**config.mk**
```make
export PLATFORM = sky130hd
export DESIGN_NAME = sip_alu
export DESIGN_NICKNAME = d
export VERILOG_FILES = /design/src/rtl/small_isa_processor_core_top_macros.svh /design/src/rtl/sip_pkg.sv /design/src/rtl/sip_alu.sv
export SDC_FILE = /design/constraint.sdc
export NUM_CORES = 2
export LEC_CHECK = 0
export BUFFER_PORTS_ARGS = -buffer_cell sky130_fd_sc_hd__buf_2
export CAP_MARGIN = 5
export CORE_UTILIZATION = 65
export DETAILED_ROUTE_END_ITERATION = 8
export MAX_ROUTING_LAYER = met4
export PLACE_DENSITY = 0.84
export RECOVER_POWER = 100
export SETUP_SLACK_MARGIN = 0.15
export SLEW_MARGIN = 30
export SYNTH_ARGS = -nofsm -noshare
export SYNTH_HDL_FRONTEND = slang
export SYNTH_SLANG_ARGS = --single-unit
export TNS_END_PERCENT = 100
```
**constraint.sdc**
```tcl
create_clock -name vclk -period 15.65
set_input_delay 1.565 -clock vclk [all_inputs]
set_output_delay 1.565 -clock vclk [all_outputs]
set_load 0.02 [all_outputs]
```
**src/rtl/small_isa_processor_core_top_macros.svh**
```systemverilog
// Assertion macros shared by the core RTL.
// Depends on nothing; included by the files that assert.
`ifndef SMALL_ISA_PROCESSOR_CORE_TOP_MACROS_SVH
`define SMALL_ISA_PROCESSOR_CORE_TOP_MACROS_SVH
// implication checked on every clock edge outside reset
`define SIP_ASSERT_IMP(label, ante, cons, msg) \
  label: assert property (@(posedge clk) disable iff (rst) (ante) |-> (cons)) else $error(msg);
// next-cycle implication
`define SIP_ASSERT_NXT(label, ante, cons, msg) \
  label: assert property (@(posedge clk) disable iff (rst) (ante) |=> (cons)) else $error(msg);
`endif

```
**src/rtl/sip_pkg.sv**
```systemverilog
// Package for the small processor core: sizes, opcodes, sequencer states.
// Depends on nothing.
package sip_pkg;
  localparam int MemDepth = 2048;
  localparam int AddrW = $clog2(MemDepth);
  localparam int ClearCycles = MemDepth;

  typedef enum logic [3:0] {
    OP_ADD = 4'd0, OP_SUB = 4'd1, OP_MUL = 4'd2, OP_MOVI = 4'd3,
    OP_JEQ = 4'd4, OP_AND = 4'd5, OP_XORI = 4'd6, OP_JMP = 4'd7,
    OP_LSL = 4'd8, OP_LSR = 4'd9, OP_LD = 4'd10, OP_ST = 4'd11,
    OP_N12 = 4'd12, OP_N13 = 4'd13, OP_N14 = 4'd14, OP_N15 = 4'd15
  } opcode_t;

  typedef enum logic [2:0] {
    ST_CLEAR, ST_IDLE, ST_FETCH, ST_DECODE, ST_EXEC, ST_MEM, ST_DONE
  } state_t;

  typedef enum logic [1:0] {ALU_ADD, ALU_SUB, ALU_AND, ALU_XOR} alu_op_t;
endpackage

```
**src/rtl/sip_alu.sv**
```systemverilog
// Shared arithmetic unit of the core: add, subtract, logic, shifts, multiply.
// Depends on sip_pkg.
module sip_alu (
  input  sip_pkg::opcode_t op,
  input  logic [31:0]      a,
  input  logic [31:0]      b,
  input  logic [12:0]      shamt,
  output logic [31:0]      res
);
  import sip_pkg::*;
  logic [31:0] prod;
  assign prod = a * b;
  always_comb begin
    unique case (op)
      OP_SUB:  res = a - b;
      OP_MUL:  res = prod;
      OP_AND:  res = a & b;
      OP_XORI: res = a ^ b;
      OP_LSL:  res = (shamt >= 13'd32) ? 32'd0 : (a << shamt[4:0]);
      OP_LSR:  res = (shamt >= 13'd32) ? 32'd0 : (a >> shamt[4:0]);
      default: res = a + b;
    endcase
  end
endmodule

```
* Yosys cells after proc, flatten, opt, wreduce, memory -nomap -nowiden
Cells that the tools add are included.
** Storage, ports and cells
- Flip-flop bits (word level) :: 0
- Output and inout port bits :: 32
** Cells by class
- Add/subtract/negate cells :: 2
- Multipliers :: 1
- Order comparisons :: 1
- Eq/ne operators :: 6
- Shift operators :: 2
- Muxes and demuxes :: 3
- Bitwise logic cells :: 2
** Operators with widths (number)
- 32-bit case mux with 6 select lines :: 1
- 32-bit two-way mux :: 2
- 32-bit adder :: 1
- 32-bit AND :: 1
- 32-bit by 32-bit multiplier with 32-bit output :: 1
- 32-bit by 5-bit << shifter with 32-bit output :: 1
- 32-bit by 5-bit >> shifter with 32-bit output :: 1
- 32-bit subtractor :: 1
- 32-bit XOR :: 1
- 13-bit by 6-bit >= comparator with 1-bit output, second input constant :: 1
- 4-bit by 3-bit equality test with 1-bit output, second input constant :: 2
- 4-bit equality test, second input constant :: 2
- 4-bit by 1-bit equality test with 1-bit output, second input constant :: 1
- 4-bit by 2-bit equality test with 1-bit output, second input constant :: 1

* Depth between registers and ports, before layout
- Depth in word-level cells :: 3
- Mapped depth :: 27
- Mapped depth without buffers :: 25

* Least setup slack after synthesis
Ideal clock, no wire load.
- Kind :: input port to output port
- From :: input port b[6]
- To :: output port res[28]
- Arrival time :: 8.440 ns
- Data required time :: 14.085 ns
- Path slack :: 5.645 ns
- Stages on the path :: 25
- Path buffers :: 2
- Path through :: clkbuf_1 -> clkbuf_1 -> and2_1 -> fa_1 -> fa_1 -> fa_1 -> inv_1 -> fa_1 -> inv_1 -> fa_1 -> inv_1 -> fa_1 -> inv_1 -> fa_1 -> fa_1 -> ha_1 -> a21o_1 -> a21oi_1 -> nor2b_1 -> a2111oi_1 -> nor2b_1 -> o22ai_1 -> o21ai_0 -> xnor2_1 -> o21ai_0
** On the way
- Longest elaborated chain between the ends :: 2
- Elaborated cells on any way between the ends :: 4
- Classes of those cells :: add/sub (2); mul (1); mux (1)
** Ends and longest elaborated chain
- from (decl) :: RTL line sip_alu.sv:6 : input logic [31:0] b,
- 32-bit by 32-bit multiplier with 32-bit output, or another cell as far along :: RTL line sip_alu.sv:12 : assign prod = a * b;
- 32-bit case mux with 6 select lines (*) :: RTL line sip_alu.sv:14 : unique case (op)
- to (decl) :: RTL line sip_alu.sv:8 : output logic [31:0] res
Mark *: on every way between the ends. The rest lies on a longest branch, timed or not.

* Worst setup path in the final report
- From :: input port a[6]
- To :: output port res[30]
** On the way
- Longest elaborated chain between the ends :: 3
- Elaborated cells on any way between the ends :: 8
- Classes of those cells :: add/sub (2); mul (1); shift (2); mux (3)
** Ends and longest elaborated chain
- from (decl) :: RTL line sip_alu.sv:5 : input logic [31:0] a,
- parallel branches: the longest is 2 deep, another holds 32-bit by 32-bit multiplier with 32-bit output
- 32-bit case mux with 6 select lines (*) :: RTL line sip_alu.sv:14
Every way passes the cells marked *.

==> summary.md <==
| Metric | Value |
|---|---|
| IO Count | 113 |
| DIE AREA | 35000 um2 |
| Dpl ws | 4.644 ns |
| Max FO, Critical Path | 34 |
| Layout cell share with drive strength beyond 1 | 6.930% |
| Slowest cell delay on critical path | 1.87 ns |
| Die extent in y | 187.1 um |
| Crit end category | output pin |
| Max frequency | 0.07863 GHz |
| Routed Antenna Nets | 0 |
| Run status | finished with violations |
| Hold_buf cts | 0 |
| First-pass GRT wire length | 125.0 mm |
| Type of the tightest min-delay check | input port to output pin |
| Cell family with most CP delay | adder cells |
| Setup violators final | 0 |
| Post-CTS setup buffer count | 0 |
| Failing checks | max-capacitance violations, max-slew violations |
| Unique masters post-synth | 70 |
| Max_slew headroom | -111.7% |
| Mapped Avg Cell Area | 8.396 um2 |
| Startpoint types | input port |
| DRT Wirelength | 80.93 mm |
| Initial antenna violation count | 4 |
| Wire per inst | 26.42 um |
| Final WS setup | 2.932 ns |
| Crit Path Class | input port to output pin |
| Total track usage | 49.03% |
| Routability Congestion | 1.104 |
| Pin count of the biggest net entering global routing | 94 |
| Vias | 20320 |
| DRC Markers | 0 |
| CP Data Required Time | 14.09 ns |
| Synth Warn # | 0 |
| DIE WIDTH | 187.1 um |
| Iteration-0 DRC Markers | 1967 |
| Post-DP HPWL | 60.31 mm |
| Area of the core | 33620 um2 |
| Post-layout nets | 3291 |
| Vias in the first global route | 21270 |
| DR pass1 iterations | 6 |
| Syn Inst Count | 2652 |
| Post-DR vias/cell | 6.634 |
| Pins over their slew limit | 95 |
| RSZ-0062 raised after global routing | no |
| Hold Vio Cnt, Final | 0 |
| # resized after CTS | 0 |
| Crit path DAT | 11.15 ns |
| CLK BUF | 0 |
| Row cnt | 67 |
| Total negative slack | 0 ns |
| Sequential-to-total area share from yosys stat | 0% |
| Starting density of the core | 66.24% |
| Maxcap violations | 2 |
| CP most frequent cell | fa_1 |
| Storage element area | 0 um2 |
| Net Count, Synth | 3329 |
| GR Overflow Total | 0 |
| Seq cells | 0 |
| Port-buffer cells | 113 |
| Slowest library cell on the worst path | clkbuf_1 |
| Least-Margin Pin Slew | 3.176 ns |
| Worst Path Buf+Inv | 6 |
| Cell area after synthesis | 22270 um2 |
| Fin crit period | 12.72 ns |
| Synth-to-Final Area Change | 2.961% |
| Final Cycle Share | 81.27% |
final cells by class:
| cell class | count | area, um2 |
|---|---|---|
| well taps | 448 | 560.5 |
| multi-input cells | 2074 | 20110 |
| repair buffers | 144 | 764.5 |
| inverters | 394 | 1479 |
| diodes | 3 | 7.507 |
| fillers | 2702 | 10690 |
cell families (layout without fill, tap and decap cells):
| family | Yosys count | count (layout) | synth area share, % |
|---|---|---|---|
| fa+ha+maj | 596 | 596 | 47.28 |
| other cells | 0 | 3 | 0 |
| simple gates | 841 | 841 | 18.74 |
| buf+inv | 578 | 538 | 9.862 |
| compound gates | 394 | 394 | 11.74 |
| mux | 104 | 104 | 6.912 |
| xor+xnor | 139 | 139 | 5.468 |
synth_stat cells (5+ instances only):
cell / count / area, um2
o21bai_1: 5 / 37.54
nand3_1: 15 / 75.07
nor2_1: 135 / 506.7
nand2b_1: 19 / 118.9
o22ai_1: 12 / 75.07
inv_1: 393 / 1475
nor4_1: 6 / 37.54
buf_1: 8 / 30.03
a221oi_1: 38 / 332.8
nor3_1: 19 / 95.09
a21o_1: 23 / 172.7
buf_2: 15 / 75.07
mux2i_1: 57 / 570.6
or2_2: 5 / 31.28
nand4_1: 5 / 31.28
o31ai_1: 6 / 45.04
mux2_2: 8 / 90.09
a21oi_1: 97 / 485.5
o221ai_1: 8 / 70.07
clkbuf_1: 159 / 596.8
nor2b_1: 12 / 75.07
a222oi_1: 6 / 60.06
or3_1: 13 / 81.33
a22o_1: 6 / 52.55
fa_1: 409 / 8188
xnor2_1: 95 / 832.1
mux4_2: 39 / 878.3
o211ai_1: 8 / 60.06
a221o_1: 12 / 120.1
a31oi_1: 14 / 87.58
o21a_1: 10 / 75.07
o21ai_0: 94 / 470.5
ha_1: 187 / 2340
a211oi_1: 16 / 120.1
nand2_1: 295 / 1107
xor2_1: 44 / 385.4
and2_1: 297 / 1858
routing by layer:
layer	part of all wire (%)	track usage (%)	vias to the layer above
li1	-	-	8459
met1	36	59.21	10038
met5	0	-	-
met4	8.5	31.78	0
met2	45	75.38	1410
met3	11	9.418	413
worst paths after layout:
check | depth (start not counted) | endpoint | from | slack (ns)
worst min-delay path | 4 | res[0] | op[3] | 3.75
worst max-delay path | 25 | res[30] | a[6] | 2.93
cell usage in the layout (no fill, tap or decap), types with 6 or more instances in the layout:
cell type    n
a221o_1     12
mux2_2       6
clkbuf_1    28
mux2i_1     57
inv_1      393
nor4_1       6
o211ai_1     8
nand2b_1    19
mux4_2      39
buf_4       29
fa_1       409
a211oi_1    16
and2_1     296
a22o_1       6
a21o_1      22
a222oi_1     6
nand2_1    295
o22ai_1     12
o21a_1      10
xor2_1      44
a21oi_1     96
nand3_1     15
o31ai_1      6
o221ai_1     8
a31oi_1     14
or3_1       13
ha_1       187
nor2b_1     12
nor2_1     132
buf_2       86
nor3_1      16
a221oi_1    38
xnor2_1     95
o21ai_0     94
worst min-delay path: stages:
cell and delay [ns]:
buf_2 0.17, o21ai_0 0.10, a21o_1 0.16, buf_2 0.18
metrics by stage:
step / instances / area (um2) / hold WS, ns / util, %
after global placement: 3059 / 22950 / 3.718 / 68.26
after CTS: 3059 / 22950 / 3.727 / 68.26
after global routing: 3062 / 22920 / 3.763 / 68.19
final: 3063 / 22930 / 3.745 / 68.20
after detailed placement: 3059 / 22950 / 3.723 / 68.26
after floorplan: 2652 / 22270 / 3.455 / -
